<file path="src/rtl/crcw_pkg.sv">
// Package of the word-wise CRC-32 engine: widths, types, tables and CRC functions.
`default_nettype none
package crcw_pkg;

  localparam int COUNT_BITS = 24;
  localparam int CNT_W      = COUNT_BITS;
  localparam int CFG_W      = 24;
  localparam int DATA_W     = 32;
  localparam int VB_W       = 3;
  localparam int BYTES      = DATA_W / 8;
  localparam int CFG_AW     = 3;
  localparam int APB_DW     = 32;
  localparam int QDEPTH     = 4;
  localparam int QPTR_W     = $clog2(QDEPTH);
  localparam int QCNT_W     = $clog2(QDEPTH + 1);

  localparam logic [DATA_W-1:0] CRC_INIT = 32'hFFFFFFFF;
  localparam logic [DATA_W-1:0] PAD_WORD = 32'hFFFFFFFF;
  localparam logic [7:0]        FILL_BYTE = 8'd255;

  localparam logic [CFG_AW-3:0] REG_TOTAL_WORDS = '0;

  typedef struct packed {
    logic [DATA_W-1:0] word;
    logic              feed;
    logic              last;
    logic              ovf;
    logic [CNT_W-1:0]  pad;
  } crcw_entry_t;

  typedef struct packed {
    logic full;
    logic empty;
  } crcw_qstat_t;

  typedef enum logic [1:0] {
    ST_RUN,
    ST_PAD,
    ST_EMIT
  } crcw_state_t;

  function automatic logic [DATA_W-1:0] nib_table(input logic [3:0] idx);
    logic [DATA_W-1:0] v;
    unique case (idx)
      4'h0: v = 32'h00000000;
      4'h1: v = 32'h04C11DB7;
      4'h2: v = 32'h09823B6E;
      4'h3: v = 32'h0D4326D9;
      4'h4: v = 32'h130476DC;
      4'h5: v = 32'h17C56B6B;
      4'h6: v = 32'h1A864DB2;
      4'h7: v = 32'h1E475005;
      4'h8: v = 32'h2608EDB8;
      4'h9: v = 32'h22C9F00F;
      4'hA: v = 32'h2F8AD6D6;
      4'hB: v = 32'h2B4BCB61;
      4'hC: v = 32'h350C9B64;
      4'hD: v = 32'h31CD86D3;
      4'hE: v = 32'h3C8EA00A;
      4'hF: v = 32'h384FBDBD;
      default: v = 32'h00000000;
    endcase
    return v;
  endfunction

  function automatic logic [DATA_W-1:0] crc_word(input logic [DATA_W-1:0] crc,
                                                 input logic [DATA_W-1:0] w);
    logic [DATA_W-1:0] c;
    c = crc ^ w;
    for (int i = 0; i < 8; i++) begin
      c = {c[DATA_W-5:0], 4'h0} ^ nib_table(c[DATA_W-1:DATA_W-4]);
    end
    return c;
  endfunction

  function automatic logic [CNT_W-1:0] word_limit(input logic [CFG_W-1:0] t);
    logic [CFG_W+CNT_W-1:0] t_w;
    logic [CFG_W+CNT_W-1:0] m_w;
    t_w = (CFG_W + CNT_W)'(t);
    m_w = (CFG_W + CNT_W)'({CNT_W{1'b1}});
    return (t_w > m_w) ? CNT_W'(m_w) : CNT_W'(t_w);
  endfunction

endpackage
`default_nettype wire

</file>
<file path="src/rtl/crcw_queue.sv">
// Short queue of classified items between the front end and the CRC back end.
`default_nettype none
module crcw_queue (
  input  wire logic                  clk,
  input  wire logic                  rst_n,
  input  wire logic                  push,
  input  wire crcw_pkg::crcw_entry_t push_entry,
  input  wire logic                  pop,
  output crcw_pkg::crcw_entry_t      pop_entry,
  output crcw_pkg::crcw_qstat_t      qstat
);
  import crcw_pkg::*;

  crcw_entry_t       slot_r [QDEPTH];
  logic [QPTR_W-1:0] wptr_r, wptr_nxt;
  logic [QPTR_W-1:0] rptr_r, rptr_nxt;
  logic [QCNT_W-1:0] cnt_r, cnt_nxt;

  assign qstat.full  = cnt_r == QCNT_W'(QDEPTH);
  assign qstat.empty = cnt_r == '0;
  assign pop_entry   = slot_r[rptr_r];

  always_comb begin
    wptr_nxt = push ? wptr_r + 1'b1 : wptr_r;
    rptr_nxt = pop  ? rptr_r + 1'b1 : rptr_r;
    cnt_nxt  = cnt_r + QCNT_W'(push) - QCNT_W'(pop);
  end

  always_ff @(posedge clk) begin
    if (push) begin
      slot_r[wptr_r] <= push_entry;
    end
  end

  always_ff @(posedge clk) begin
    if (!rst_n) begin
      wptr_r <= '0;
      rptr_r <= '0;
      cnt_r  <= '0;
    end else begin
      wptr_r <= wptr_nxt;
      rptr_r <= rptr_nxt;
      cnt_r  <= cnt_nxt;
    end
  end

endmodule
`default_nettype wire

</file>
<file path="config.mk">
export PLATFORM = sky130hd
export DESIGN_NAME = crcw_queue
export DESIGN_NICKNAME = d
export VERILOG_FILES = /design/src/rtl/crcw_pkg.sv /design/src/rtl/crcw_queue.sv
export SDC_FILE = /design/constraint.sdc
export NUM_CORES = 1
export LEC_CHECK = 0
export BUFFER_PORTS_ARGS = -buffer_cell sky130_fd_sc_hd__clkbuf_2
export CORE_AREA = 2 2 188 144
export DETAILED_ROUTE_END_ITERATION = 10
export DIE_AREA = 0 0 190 146
export HOLD_SLACK_MARGIN = 0.12
export PLACE_DENSITY = 0.61
export SETUP_SLACK_MARGIN = 0.1
export SLEW_MARGIN = 20
export SYNTH_ARGS = -nofsm -noshare
export SYNTH_HDL_FRONTEND = slang
export SYNTH_SLANG_ARGS = --single-unit
</file>
<file path="constraint.sdc">
create_clock -name clk -period 3.27 [get_ports clk]
set_input_delay 0.327 -clock clk [delete_from_list [all_inputs] [get_ports clk]]
set_output_delay 0.327 -clock clk [all_outputs]
set_load 0.005 [all_outputs]
</file>
==> summary.txt <==
Die
  – Core area: 0.02572 mm²
  – Die Span Y: 146 µm
  – DIE WIDTH: 190 µm
  – Rows: 51
  – Total Die Area: 0.02774 mm²
  – # IOs: 124
  – Initial Util: 34.88%

Synthesis
  – Syn_nets: 422
  – Area leader, netlist: edfxtp_1
  – Sequential share of the synthesized area: 81.02%
  – Synthesized area per cell: 25.48 µm²
  – Area contributors post-synth: edfxtp_1 79%, mux4_2 15%, dfxtp_1 2.0%
  – Top cell type's share of synthesized area: 79.01%
  – Yosys reg bits: 245
  – Yosys cell types: 21
  – Mapped Cells: 352
  – Mapped Area: 0.008970 mm²
  – Synth warn: 0

CTS
  – Sink Count: 245
  – Num CTS Buffers: 26
  – CTS tree: done
  – H-tree depth: 1
  – Post-CTS sizing: 0
  – Max clock buf depth: 3
  – Worst-path clk slew: 0.06 ns
  – Clk_lat worst skew: 0.52 ns
  – Root buffer cell: clkbuf_16

STA
  – Setup_tns: 0 ns
  – Clock Skews: 0.01283 ns
  – Minimum clock period: 2.499 ns
  – Final period utilization: 76.43%
  – Final-report max-slew violation count: 0
  – Hold_ws: 0.1541 ns
  – Least-Margin Pin Slew: 0.9880 ns
  – RSZ-0062 raised after global routing: false
  – # setup viols final: 0
  – Hold Vio Cnt, Final: 0
  – Fmax: 400.1 MHz
  – Max_slew headroom: 34.13%

Cells and area
  – Commonest non-fill, non-tap cell in the layout: edfxtp_1
  – Finished Cell Area: 0.01154 mm²
  – Highest-count cells in the layout ignoring fill and taps: 236 x edfxtp_1, 123 x clkbuf_2, 60 x dlygate4sd3_1, 59 x mux4_2, 27 x clkbuf_16
  – Layout Area Growth over Synthesis: 28.64%
  – Fill cells: 2196
  – Final #Nets: 621
  – Multi-input combinational cell area: 0.001575 mm²
  – Register area: 0.007274 mm²
  – Fraction of layout cells with a size suffix above 1: 40.81%

Detailed routing
  – DRT iter0 DRCs: 249
  – Vias: 4220
  – Pre-antenna DRT Iters: 6
  – Final ANT Viol Nets: 0
  – Routed WL: 16740 µm
  – Via/cell ratio: 4.607
  – Wirelength per Cell: 18.28 µm
  – Remaining DRCs: 0

Critical path
  – Worst-path maximum fanout: 34
  – Critical path class: flop to primary output
  – RR Startpoint: wptr_r[0]
  – Crit path launch type: flop
  – Reg-to-Reg End: slot_r[2][48]
  – Worst EP arrival: 2.17 ns
  – Crit. End Element: primary output
  – CP required: 2.94 ns
  – R2R depth: 3
  – Worst reg2reg setup slack: 1.46 ns

Power and ir drop
  – Pwr dens: 664.5 mW/mm²
  – Total Power: 0.007667 W
  – Max rail drop VDD: 0.4196 mV
  – Leakage power: 3.971 nW

Global route
  – Total GRT Usage: 12.21%
  – Vias in the first global route: 4550
  – Total gr overflow: 0
  – Antenna violations before repair: 1
  – First-pass GRT wire length: 26020 µm
  – Pin count of the biggest net entering global routing: 60

Run
  – Max-Cap Viols: 0

Placement
  – Hpwl dp: 9169 µm
  – Placed Area: 0.009937 mm²
  – Routability Congestion: 0.6885
  – I/O Buffers: 123

Hold path
  – Min-delay src: pop
  – Min-Delay Path Depth: 3
  – Worst min path class: primary input to flop

Outcome
  – Outcome: finished, final reports clean
[where the power goes]
| part | switching (W) | internal, W |
|---|---|---|
| logic | 0.000302 | 0.000350 |
| clock network | 0.00116 | 0.00218 |
| registers | 0.0000624 | 0.00361 |
| total | 0.00152 | 0.00614 |
[metrics by stage]
step	instances	util, %	worst slack, ns
3_3_place_gp	807	38.64	1.211
3_5_place_dp	807	38.64	1.230
2_1_floorplan	352	-	0.9112
4_1_cts	915	44.86	0.6706
5_1_grt	916	44.87	0.5911
6_report	916	44.87	0.7706
[cells by family (layout without fill, tap and decap cells)]
| logic type | Yosys count | in the layout | share of synthesized area (%) |
|---|---|---|---|
| xor+xnor | 3 | 3 | 0.4603 |
| flops | 245 | 245 | 81.02 |
| compound gates | 2 | 2 | 0.1673 |
| other cells | 0 | 1 | 0 |
| fa+ha+maj | 7 | 7 | 1.060 |
| simple gates | 14 | 14 | 0.8370 |
| mux | 60 | 60 | 14.93 |
| buf+inv | 21 | 240 | 1.534 |
[cells in the mapped netlist]
library cell,n
ha_1,6
clkbuf_1,4
buf_12,2
dfxtp_1,9
nor2_1,5
and3_1,1
nand3b_1,1
inv_1,7
buf_6,1
xor3_1,1
nor3_1,1
and2_1,6
mux4_2,59
mux2i_1,1
a21bo_2,1
fa_1,1
edfxtp_1,236
a21oi_1,1
xnor2_1,2
buf_2,3
buf_4,4
[worst max path at each step]
| stage | start | endpoint | slack [ns] | cells after the start |
|---|---|---|---|---|
| detailed placement | flop | pop_entry[45] | 1.23 | 3 |
| finish | flop | pop_entry[2] | 0.77 | 3 |
| floorplan | wptr_r[0] | slot_r[2][0] | 0.91 | 3 |
| global route | flop | pop_entry[2] | 0.59 | 3 |
| global placement | flop | pop_entry[26] | 1.21 | 3 |
| CTS | flop | pop_entry[45] | 0.67 | 3 |
[area by class of cell]
cell class | instances | share of cell area [%]
flip-flops and latches | 245 | 63.04
multi-input cells | 86 | 13.65
repair buffers | 185 | 10.67
clock buffers | 33 | 6.224
well taps | 344 | 3.730
clock inverters | 15 | 2.429
inverters | 7 | 0.2277
diodes | 1 | 0.02169
[per-layer routing]
metal	vias to the layer above	share of wire [%]	global-route usage, %
li1	1896	-	-
met1	2200	45	16.12
met2	97	48	20.36
met3	27	4.5	2.966
met4	0	2.2	3.062
met5	-	0	0
[what timing repair did]
item / CTS / global route
hold endpoints to repair: 238 / 0
hold buffers: 60 / 0
setup buffers: 0 / 0
[state kept, by name, summed over array words and instances, names as in the netlist, named ones only]
name and flops:
cnt_r 3, rptr_r 2, wptr_r 2, slot_r 236
[worst max-delay path, cell delays in order, from the launching register on]
cell and delay, ns:
dfxtp_4 0.34, buf_4 0.56, mux4_2 0.60, clkbuf_2 0.14
Note: power is estimated with default switching activity, not from simulation.
