===== config.mk =====
export PLATFORM = sky130hd
export DESIGN_NAME = crcw_front
export DESIGN_NICKNAME = d
export VERILOG_FILES = /design/src/rtl/crcw_pkg.sv /design/src/rtl/crcw_front.sv
export SDC_FILE = /design/constraint.sdc
export NUM_CORES = 1
export LEC_CHECK = 0
export ABC_AREA = 1
export BUFFER_PORTS_ARGS = -buffer_cell sky130_fd_sc_hd__buf_4
export CORE_MARGIN = 3
export CORE_UTILIZATION = 45
export CTS_CLUSTER_SIZE = 25
export DETAILED_ROUTE_END_ITERATION = 12
export GPL_TIMING_DRIVEN = 0
export PLACE_DENSITY = 0.73
export SLEW_MARGIN = 25
export SYNTH_ARGS = -nofsm -noshare
export SYNTH_HDL_FRONTEND = slang
export SYNTH_SLANG_ARGS = --single-unit
export TNS_END_PERCENT = 10

===== constraint.sdc =====
create_clock -name clk -period 4.95 [get_ports clk]
set_clock_uncertainty 0.05 [all_clocks]
set_input_delay 0.99 -clock clk [delete_from_list [all_inputs] [get_ports clk]]
set_output_delay 0.99 -clock clk [all_outputs]
set_load 0.1 [all_outputs]

===== src/rtl/crcw_pkg.sv =====
// Package of the word-wise CRC-32 engine: widths, types, tables and CRC functions.
`default_nettype none
package crcw_pkg;

  localparam int COUNT_BITS = 24;
  localparam int CNT_W      = COUNT_BITS;
  localparam int CFG_W      = 24;
  localparam int DATA_W     = 32;
  localparam int VB_W       = 3;
  localparam int BYTES      = DATA_W / 8;
  localparam int CFG_AW     = 3;
  localparam int APB_DW     = 32;
  localparam int QDEPTH     = 4;
  localparam int QPTR_W     = $clog2(QDEPTH);
  localparam int QCNT_W     = $clog2(QDEPTH + 1);

  localparam logic [DATA_W-1:0] CRC_INIT = 32'hFFFFFFFF;
  localparam logic [DATA_W-1:0] PAD_WORD = 32'hFFFFFFFF;
  localparam logic [7:0]        FILL_BYTE = 8'd255;

  localparam logic [CFG_AW-3:0] REG_TOTAL_WORDS = '0;

  typedef struct packed {
    logic [DATA_W-1:0] word;
    logic              feed;
    logic              last;
    logic              ovf;
    logic [CNT_W-1:0]  pad;
  } crcw_entry_t;

  typedef struct packed {
    logic full;
    logic empty;
  } crcw_qstat_t;

  typedef enum logic [1:0] {
    ST_RUN,
    ST_PAD,
    ST_EMIT
  } crcw_state_t;

  function automatic logic [DATA_W-1:0] nib_table(input logic [3:0] idx);
    logic [DATA_W-1:0] v;
    unique case (idx)
      4'h0: v = 32'h00000000;
      4'h1: v = 32'h04C11DB7;
      4'h2: v = 32'h09823B6E;
      4'h3: v = 32'h0D4326D9;
      4'h4: v = 32'h130476DC;
      4'h5: v = 32'h17C56B6B;
      4'h6: v = 32'h1A864DB2;
      4'h7: v = 32'h1E475005;
      4'h8: v = 32'h2608EDB8;
      4'h9: v = 32'h22C9F00F;
      4'hA: v = 32'h2F8AD6D6;
      4'hB: v = 32'h2B4BCB61;
      4'hC: v = 32'h350C9B64;
      4'hD: v = 32'h31CD86D3;
      4'hE: v = 32'h3C8EA00A;
      4'hF: v = 32'h384FBDBD;
      default: v = 32'h00000000;
    endcase
    return v;
  endfunction

  function automatic logic [DATA_W-1:0] crc_word(input logic [DATA_W-1:0] crc,
                                                 input logic [DATA_W-1:0] w);
    logic [DATA_W-1:0] c;
    c = crc ^ w;
    for (int i = 0; i < 8; i++) begin
      c = {c[DATA_W-5:0], 4'h0} ^ nib_table(c[DATA_W-1:DATA_W-4]);
    end
    return c;
  endfunction

  function automatic logic [CNT_W-1:0] word_limit(input logic [CFG_W-1:0] t);
    logic [CFG_W+CNT_W-1:0] t_w;
    logic [CFG_W+CNT_W-1:0] m_w;
    t_w = (CFG_W + CNT_W)'(t);
    m_w = (CFG_W + CNT_W)'({CNT_W{1'b1}});
    return (t_w > m_w) ? CNT_W'(m_w) : CNT_W'(t_w);
  endfunction

endpackage
`default_nettype wire


===== src/rtl/crcw_front.sv =====
// Front end: accepts image words, fills missing bytes and classifies each item.
`default_nettype none
module crcw_front (
  input  wire logic                       clk,
  input  wire logic                       rst_n,
  input  wire logic                       in_valid,
  output logic                            in_ready,
  input  wire logic [crcw_pkg::DATA_W-1:0] in_data_word,
  input  wire logic [crcw_pkg::VB_W-1:0]   in_valid_bytes,
  input  wire logic                       in_last,
  input  wire logic [crcw_pkg::CNT_W-1:0]  limit,
  input  wire crcw_pkg::crcw_qstat_t       qstat,
  output logic                            push,
  output crcw_pkg::crcw_entry_t           push_entry
);
  import crcw_pkg::*;

  logic [CNT_W-1:0] cnt_r, cnt_nxt;
  logic             ovf_r, ovf_nxt;
  logic             feed;
  logic [CNT_W-1:0] cnt_after;
  logic [DATA_W-1:0] filled;

  always_comb begin
    for (int i = 0; i < BYTES; i++) begin
      filled[i*8 +: 8] = (in_valid_bytes > VB_W'(i)) ? in_data_word[i*8 +: 8] : FILL_BYTE;
    end
  end

  assign in_ready  = !qstat.full;
  assign push      = in_valid && in_ready;
  assign feed      = cnt_r < limit;
  assign cnt_after = feed ? cnt_r + 1'b1 : cnt_r;

  // A count already beyond the limit, after the size shrank mid-image, needs no padding.
  always_comb begin
    push_entry.word = filled;
    push_entry.feed = feed;
    push_entry.last = in_last;
    push_entry.ovf  = ovf_r || !feed;
    push_entry.pad  = (cnt_after < limit) ? limit - cnt_after : '0;
    cnt_nxt = cnt_r;
    ovf_nxt = ovf_r;
    if (push) begin
      if (in_last) begin
        cnt_nxt = '0;
        ovf_nxt = 1'b0;
      end else begin
        cnt_nxt = cnt_after;
        ovf_nxt = ovf_r || !feed;
      end
    end
  end

  always_ff @(posedge clk) begin
    if (!rst_n) begin
      cnt_r <= '0;
      ovf_r <= 1'b0;
    end else begin
      cnt_r <= cnt_nxt;
      ovf_r <= ovf_nxt;
    end
  end

endmodule
`default_nettype wire


==> results of run 1 <==
per-stage QoR:
stage                     utilization [%]  TNS [ns]  cell area [µm²]
after floorplan                         -    -8.241             4691
after global placement              61.14    -20.11             5783
after detailed placement            61.14    -21.78             5783
after CTS                           74.89    -8.222             7084
after global routing                77.46    -18.15             7327
final                               77.46    -13.20             7327
power by group:
part / leakage, nW / internal, mW / switching (mW)
Combinational: 3.03 / 0.304 / 0.545
Sequential: 0.201 / 0.201 / 0.00118
Clock: 0.0228 / 0.0578 / 0.0699
how the worst max path moves through the flow:
stage,slack (ns),cells past startpoint,endpoint,from
after CTS,-0.41,29,push_entry[11],limit[19]
final,-0.62,27,push_entry[4],limit[12]
after global routing,-0.83,27,push_entry[4],limit[13]
after floorplan,-0.49,23,push_entry[3],limit[5]
after global placement,-0.88,27,push_entry[19],limit[21]
after detailed placement,-0.96,27,push_entry[19],limit[21]
sequential cells by signal, summed over array words and instances, names as in the netlist:
name / flops
ovf_r: 1
cnt_r: 24
cells by family (layout without fill, tap and decap cells):
logic type / Yosys count / after routing
flip-flops: 25 / 25
buffers and inverters: 126 / 308
adder cells (fa/ha/maj): 49 / 49
XOR/XNOR: 28 / 28
AO/OA/AOI/OAI: 90 / 90
AND/OR/NAND/NOR: 452 / 452
critical path: stages:
cell and delay, ns:
sky130_fd_sc_hd__buf_4 0.12, sky130_fd_sc_hd__inv_1 0.08, sky130_fd_sc_hd__ha_4 0.16, sky130_fd_sc_hd__nand2_2 0.06
sky130_fd_sc_hd__nand2_1 0.07, sky130_fd_sc_hd__nand2_1 0.08, sky130_fd_sc_hd__nand2_1 0.07, sky130_fd_sc_hd__nand3_2 0.07
sky130_fd_sc_hd__nand2_2 0.07, sky130_fd_sc_hd__nor2_4 0.29, sky130_fd_sc_hd__nand2_8 0.10, sky130_fd_sc_hd__buf_4 0.15
sky130_fd_sc_hd__buf_4 0.17, sky130_fd_sc_hd__nand2_1 0.08, sky130_fd_sc_hd__nand2_1 0.13, sky130_fd_sc_hd__ha_4 0.35
sky130_fd_sc_hd__nand2_2 0.10, sky130_fd_sc_hd__nor4_4 0.28, sky130_fd_sc_hd__nand2_2 0.11, sky130_fd_sc_hd__nand2_2 0.09
sky130_fd_sc_hd__nand2_2 0.07, sky130_fd_sc_hd__nand2_4 0.12, sky130_fd_sc_hd__nand2_8 0.09, sky130_fd_sc_hd__buf_12 0.15
sky130_fd_sc_hd__buf_16 0.14, sky130_fd_sc_hd__nor2_4 0.13, sky130_fd_sc_hd__buf_12 0.19
per-layer routing:
layer,global-route usage [%],vias up,wire length (µm)
li1,-,2824,-
met1,38.64,2731,7275
met2,55.69,286,9184
met3,2.449,68,1254
met4,9.806,0,876
met5,0,-,0
synthesized netlist by cell type (3+ instances only):
cell,n,area [µm²]
sky130_fd_sc_hd__inv_2,4,15.01
sky130_fd_sc_hd__o21bai_1,4,30.03
sky130_fd_sc_hd__nor2_1,72,270.3
sky130_fd_sc_hd__dfxtp_1,25,500.5
sky130_fd_sc_hd__nand2_1,231,867.1
sky130_fd_sc_hd__a21oi_1,62,310.3
sky130_fd_sc_hd__xor2_1,19,166.4
sky130_fd_sc_hd__nand2_2,6,37.54
sky130_fd_sc_hd__nand4_1,8,50.05
sky130_fd_sc_hd__xnor2_1,9,78.83
sky130_fd_sc_hd__nor2_4,14,157.7
sky130_fd_sc_hd__buf_2,5,25.02
sky130_fd_sc_hd__nand3_1,76,380.4
sky130_fd_sc_hd__clkbuf_1,5,18.77
sky130_fd_sc_hd__o21ai_0,14,70.07
sky130_fd_sc_hd__nor3_2,3,30.03
sky130_fd_sc_hd__buf_4,4,30.03
sky130_fd_sc_hd__ha_1,48,600.6
sky130_fd_sc_hd__nor3_1,5,25.02
sky130_fd_sc_hd__or2_2,17,106.4
sky130_fd_sc_hd__inv_1,105,394.1
sky130_fd_sc_hd__nor2_2,9,56.30
sky130_fd_sc_hd__nand2_4,4,45.04
final cells by class:
class / instances / area share (%)
plain buffers: 17 / 1.930
clock buffers: 4 / 0.6148
inverters: 109 / 6.062
multi-input cells: 619 / 57.96
flip-flops and latches: 25 / 6.831
well taps: 129 / 2.203
repair buffers: 178 / 24.40
repair_timing:
action | CTS | global route
cloned | 3 | 0
hold buffers | 0 | 0
endpoints found under the setup margin | 24 | 24
gates resized for setup | 168 | 43
pin swaps | 56 | 31
setup buffers | 40 | 12
layout by cell type (no fill, tap or decap), drive strengths merged, types with 4 or more instances in the layout:
cell type / netlist / routed
inv: 109 / 109
buf: 11 / 187
nand4: 8 / 8
nand3: 78 / 78
clkbuf: 6 / 10
xnor2: 9 / 9
nand2: 241 / 241
or2: 17 / 17
nor2: 95 / 95
o21ai: 16 / 16
dfxtp: 25 / 25
xor2: 19 / 19
o21bai: 4 / 4
ha: 48 / 48
nor3: 8 / 8
a21oi: 63 / 63
==> parameters.txt, run 1 <==
Parameter                              Value

Status
  Result of the run    finished with violations
  Failing checks    setup timing

Synthesis
  Distinct cell type count after synthesis    40
  Synthesized area per cell    5.796 µm²
  #FFs+latches synth    25
  Number of instances in the synthesized netlist    770
  Ys flop type    sky130_fd_sc_hd__dfxtp_1
  Post-synth EDFFs    0
  Synthesized cell area    0.004463 mm²
  Share of cell area taken by muxes after synthesis    0%
  Adder and majority cell fraction of the synthesized area    13.91%
  Xor/xnor cell area share of the yosys netlist    5.495%
  Async set or reset register ratio after synthesis    0%
  Compound-Gate Fraction of Synth Area    10.85%
  Sequential cell area fraction in the yosys report    11.21%
  Synth Net Count    884
  Total of warnings raised by yosys    0
  Combinational family with the most area after synthesis    simple AND/OR/NAND/NOR gates
  Share of synthesized cell area in and, or, nand and nor gates    46.90%

Die
  I/O pin count    126
  Floorplan Core Area    0.009459 mm²
  Die H    105.6 µm
  Width of the die    105.6 µm
  Initial core utilization    47.18%
  Area of the die    0.01115 mm²
  Count of standard-cell rows    35

Placement
  Worst setup slack after placement    -0.9594 ns
  Total instance count after detailed placement    1,023
  Final weighted congestion in routability-driven placement    0.9334
  Estimated wirelength of the detail-placed design    13,010 µm
  Number of buffers inserted by port buffering    124

Hold path
  Worst Hold Launch    cnt_r[6]
  Min-Delay Path Class    reg2reg
  Number of cells traversed by the worst hold path    2
  Capture endpoint of the worst hold path    cnt_r[6]

Layout
  Number of filler cells placed in the layout    695
  Multi-input gate area in the final layout    0.004247 mm²
  Layout net count    1,067
  Relative area change from synthesis to final layout    64.17%
  Antenna diodes    0
  Final standard cell count with taps included and fillers excluded    1,081
  Total area of sequential cells    500.5 µm²
  Layout cells sized above 1    38.76%

Power
  Leakage power of the design    3.253 nW
  Post-layout power    1.180 mW
  Power Dens Cells    161.0 mW/mm²
  Worst-case vdd ir drop    0.1136 mV

CTS
  CTS Sinks    25
  Num CTS Buffers    3
  Clock latency on the worst-skew pair    0.27 ns
  Clk root buf    sky130_fd_sc_hd__clkbuf_8
  CTS H-tree depth    1
  Largest buffer count on any clock path    2
  Clock-pin slew of the registers on the worst-case setup and hold paths    0.09 ns
  Clock tree from TritonCTS    done

STA
  PnR worst setup slack    -0.6235 ns
  Final setup vio count    24
  Crit path time final    5.574 ns
  Transition at the pin with the smallest max-transition slack    0.5987 ns
  Period utilisation layout    112.6%
  Tightest slew margin relative to the limit    60.09%
  Final Hold Fails    0
  Setup repair after global routing missed its margin    true
  Maximum clock frequency    0.1794 GHz
  Worst slack on hold paths    0.5093 ns
  Pins Over Slew Limit    0

Route
  Detailed Route WL    18,590 µm
  ANT nets after route    0
  Routed via count divided by cell count    5.466
  Remaining design rule violation count    0
  Via count    5,909
  DRC violation total after the first TritonRoute iteration    344
  Wire per inst    17.20 µm
  Number of iterations in the first detailed-routing pass    5

GRT
  Global-route wire length before repair    28,280 µm
  Total grt overflow    0
  Initial antenna violation count    0
  Pin count of the biggest net entering global routing    14
  Global routing usage summed across all routing layers    30.83%
  Vias in the first global route    5,784

Setup path
  Kind of capture point of the worst setup path    output port
  Largest fanout on the critical path    10
  Critical Setup Path Class    in2out
  Startpoint type of the worst setup path    input port
  WP data required    3.91 ns
  Beginning of the worst register-to-register path    cnt_r[13]
  Terminus of the critical flop-to-flop path    cnt_r[16]
  Length in cells of the worst reg-to-reg path    14
  Register-to-register path setup slack    2.55 ns
  CP Data Arrival Time    4.53 ns

Flow run
  Max-capacitance violation count    0
No activity file was read; power rests on OpenSTA's default activity.
==> run 2, diff against run 1 <==
--- a/config.mk
+++ b/config.mk
@@ -8,4 +8,5 @@
 export ABC_AREA = 1
 export BUFFER_PORTS_ARGS = -buffer_cell sky130_fd_sc_hd__buf_4
+export CORE_ASPECT_RATIO = 0.75
 export CORE_MARGIN = 3
 export CORE_UTILIZATION = 45
==> constraint.sdc (replaced) <==
create_clock -name clk -period 4.95 [get_ports clk]
set_clock_uncertainty 0.05 [all_clocks]
set_input_delay 0.495 -clock clk [delete_from_list [all_inputs] [get_ports clk]]
set_output_delay 0.495 -clock clk [all_outputs]
set_load 0.1 [all_outputs]
==> parameters.txt, run 2 (same netlist as run 1, synthesis figures left out) <==
Parameter                              Value

Power
  Leakage power of the design    2.898 nW (was 3.253 nW)
  Clock network fraction of design power    17.1% (was 10.8%)
  Power Dens Cells    183.3 mW/mm² (was 161.0 mW/mm²)
  Net switching component of the power    581.8 µW (was 616.4 µW)
  Gate power share    64.8% (was 72.0%)
  Worst-case vdd ir drop    0.1582 mV (was 0.1136 mV)
  Cell-internal power    532.1 µW (was 563.3 µW)
  Switching part of the total power    52.23% (was 52.25%)
  Post-layout power    1.114 mW (was 1.180 mW)
  Sequential cell fraction of total power    18.1% (was 17.2%)

Route
  Via count    5,545 (was 5,909)
  DRC violation total after the first TritonRoute iteration    498 (was 344)
  Wire per inst    15.87 µm (was 17.20 µm)
  ANT nets after route    0 (unchanged)
  Routed via count divided by cell count    5.373 (was 5.466)
  Number of iterations in the first detailed-routing pass    5 (unchanged)
  Remaining design rule violation count    0 (unchanged)
  Detailed Route WL    16,380 µm (was 18,590 µm)

CTS
  CTS H-tree depth    1 (unchanged)
  Largest buffer count on any clock path    2 (unchanged)
  Clock tree from TritonCTS    done (unchanged)
  Num CTS Buffers    3 (unchanged)
  Clk root buf    sky130_fd_sc_hd__clkbuf_16 (was sky130_fd_sc_hd__clkbuf_8)
  Clock-pin slew of the registers on the worst-case setup and hold paths    0.07 ns (was 0.09 ns)
  Clock latency on the worst-skew pair    0.27 ns (about the same)
  Number of buffers inserted by hold repair at cts    0 (unchanged)
  CTS Sinks    25 (unchanged)

STA
  Tightest slew margin relative to the limit    57.07% (was 60.09%)
  Final Hold Fails    0 (unchanged)
  Period utilisation layout    96.82% (was 112.6%)
  Maximum clock frequency    0.2087 GHz (was 0.1794 GHz)
  Pins Over Slew Limit    0 (unchanged)
  Crit path time final    4.793 ns (was 5.574 ns)
  PnR worst setup slack    0.1574 ns (was -0.6235 ns)
  Transition at the pin with the smallest max-transition slack    0.6440 ns (was 0.5987 ns)
  Final setup vio count    0 (was 24)

GRT
  Global routing usage summed across all routing layers    27.67% (was 30.83%)
  Pin count of the biggest net entering global routing    17 (was 14)
  Global-route wire length before repair    24,810 µm (was 28,280 µm)
  Initial antenna violation count    0 (unchanged)
  Total grt overflow    0 (unchanged)
  Vias in the first global route    4,862 (was 5,784)

Die
  Count of standard-cell rows    30 (was 35)
  Die H    92.25 µm (was 105.6 µm)
  I/O pin count    126 (unchanged)
  Floorplan Core Area    0.009346 mm² (was 0.009459 mm²)
  Area of the die    0.01116 mm² (was 0.01115 mm²)
  Width of the die    121.0 µm (was 105.6 µm)
  Initial core utilization    47.75% (was 47.18%)

Hold path
  Capture endpoint of the worst hold path    ovf_r (was cnt_r[6])
  Number of cells traversed by the worst hold path    3 (was 2)
  Worst Hold Launch    rst_n (was cnt_r[6])
  Min-Delay Path Class    in2reg (was reg2reg)

Layout
  Relative area change from synthesis to final layout    36.14% (was 64.17%)
  Largest registers    cnt_r (24), ovf_r (1) (unchanged)
  Antenna diodes    0 (unchanged)
  Layout net count    1,019 (was 1,067)
  Number of filler cells placed in the layout    898 (was 695)
  Register containing the most flip-flops in the final layout    cnt_r (unchanged)
  Flip-flop count of the largest register after layout    24 (unchanged)
  Highest-count cells in the layout ignoring fill and taps    sky130_fd_sc_hd__nand2_1 (227), sky130_fd_sc_hd__buf_4 (110), sky130_fd_sc_hd__inv_1 (104), sky130_fd_sc_hd__nand3_1 (75), sky130_fd_sc_hd__nor2_1 (72) (was sky130_fd_sc_hd__nand2_1 (202), sky130_fd_sc_hd__buf_4 (142), sky130_fd_sc_hd__inv_1 (89), sky130_fd_sc_hd__nand3_1 (69), sky130_fd_sc_hd__nor2_1 (65))
  Layout cells sized above 1    25.22% (was 38.76%)
  Commonest non-fill, non-tap cell in the layout    sky130_fd_sc_hd__nand2_1 (unchanged)
  Post-route cell area    0.006076 mm² (was 0.007327 mm²)

Setup path
  WP data required    4.41 ns (was 3.91 ns)
  Critical Setup Path Class    reg2out (was in2out)
  Largest fanout on the critical path    10 (unchanged)
  Kind of capture point of the worst setup path    output port (unchanged)
  Beginning of the worst register-to-register path    cnt_r[20] (was cnt_r[13])
  Startpoint type of the worst setup path    flip-flop (was input port)
  Terminus of the critical flop-to-flop path    cnt_r[10] (was cnt_r[16])
  Length in cells of the worst reg-to-reg path    13 (was 14)
  Register-to-register path setup slack    2.55 ns (about the same)
  CP Data Arrival Time    4.25 ns (was 4.53 ns)

Flow run
  Max-capacitance violation count    0 (unchanged)

Placement
  Number of buffers inserted by port buffering    124 (unchanged)
  Estimated wirelength of the detail-placed design    13,800 µm (was 13,010 µm)
  Final weighted congestion in routability-driven placement    0.9555 (was 0.9334)
  Cell area after placement    0.005554 mm² (was 0.005783 mm²)
  Worst setup slack after placement    -0.1948 ns (was -0.9594 ns)

Status
  Result of the run    finished, final reports clean (was finished with violations)
run 2: cell types whose count changed in the layout (fill, tap and decap cells not counted), sizes merged:
| cell | delta |
|---|---|
| clkinvlp | +1 |
| buf | -49 |
| bufbuf | -2 |
| clkbuf | +2 |
run 2: critical path: stages (launching register included):
cell	delay [ns]
sky130_fd_sc_hd__dfxtp_1	0.44
sky130_fd_sc_hd__ha_1	0.27
sky130_fd_sc_hd__nand2_1	0.08
sky130_fd_sc_hd__nor2_2	0.06
sky130_fd_sc_hd__nand2_2	0.11
sky130_fd_sc_hd__nor2_1	0.05
sky130_fd_sc_hd__nand2_1	0.11
sky130_fd_sc_hd__nand2_2	0.08
sky130_fd_sc_hd__nor2_4	0.26
sky130_fd_sc_hd__buf_6	0.19
sky130_fd_sc_hd__nand3_1	0.10
sky130_fd_sc_hd__and2_4	0.18
sky130_fd_sc_hd__ha_2	0.19
sky130_fd_sc_hd__fa_1	0.38
sky130_fd_sc_hd__inv_2	0.08
sky130_fd_sc_hd__nand2_2	0.07
sky130_fd_sc_hd__o21ai_4	0.17
sky130_fd_sc_hd__nand2_1	0.08
sky130_fd_sc_hd__nand3_2	0.10
sky130_fd_sc_hd__nand2_1	0.07
sky130_fd_sc_hd__nand2_2	0.10
sky130_fd_sc_hd__nand2_2	0.06
sky130_fd_sc_hd__nand2_4	0.12
sky130_fd_sc_hd__nand2_8	0.10
sky130_fd_sc_hd__buf_12	0.19
sky130_fd_sc_hd__nor2_2	0.11
sky130_fd_sc_hd__buf_8	0.21
run 2: power by group through the flow:
stage | Sequential (mW) | Clock (mW) | Combinational (mW)
2_1_floorplan | 0.207 | 0 | 0.485
3_3_place_gp | 0.207 | 0 | 0.632
3_5_place_dp | 0.207 | 0 | 0.637
4_1_cts | 0.203 | 0.194 | 0.659
5_1_grt | 0.202 | 0.201 | 0.753
6_report | 0.202 | 0.190 | 0.722
run 2: repair_timing:
| action | in CTS | in global routing |
|---|---|---|
| endpoints found under the setup margin | 24 | 24 |
| setup buffers | 1 | 5 |
| gates cloned | 0 | 1 |
| pin swaps | 1 | 5 |
| hold endpoints to repair | 0 | 0 |
| gates resized for setup | 33 | 64 |
run 2: final cells by class:
| cell class | count | area [µm²] | share of cell area [%] |
|---|---|---|---|
| well taps | 128 | 160.2 | 2.636 |
| multi-input cells | 619 | 3542 | 58.30 |
| flip-flops and latches | 25 | 516.7 | 8.505 |
| clock buffers | 3 | 75.07 | 1.236 |
| clock inverters | 1 | 7.507 | 0.1236 |
| repair buffers | 131 | 1245 | 20.49 |
| plain buffers | 16 | 120.1 | 1.977 |
| inverters | 109 | 409.1 | 6.734 |
run 2: worst max-delay path by stage:
| stage | from | to | slack (ns) | depth (start not counted) |
|---|---|---|---|---|
| 2_1_floorplan | limit[23] | push_entry[3] | -0.80 | 25 |
| 3_3_place_gp | limit[23] | push_entry[19] | -0.14 | 28 |
| 3_5_place_dp | limit[23] | push_entry[16] | -0.19 | 28 |
| 4_1_cts | cnt_r[15] | push_entry[16] | 0.01 | 26 |
| 5_1_grt | cnt_r[20] | push_entry[17] | -0.04 | 21 |
| 6_report | cnt_r[20] | push_entry[7] | 0.16 | 26 |
run 2: stage by stage:
step | setup TNS (ns) | cells | hold WS [ns] | utilization [%]
detailed placement | -3.917 | 1022 | 0.4632 | 59.42
floorplan | -1.856 | 770 | 0.4255 | -
global placement | -2.803 | 1022 | 0.4494 | 59.42
global route | -0.07218 | 1032 | 0.4224 | 65.01
CTS | 0 | 1026 | 0.4173 | 61.49
finish | 0 | 1032 | 0.4253 | 65.01
run 2: layer usage:
layer,track usage (%),vias up,part of all wire (%)
li1,-,2729,-
met5,0,-,0
met1,42.22,2567,48
met3,5.364,14,8.2
met4,2.642,0,0.54
met2,41.24,235,43
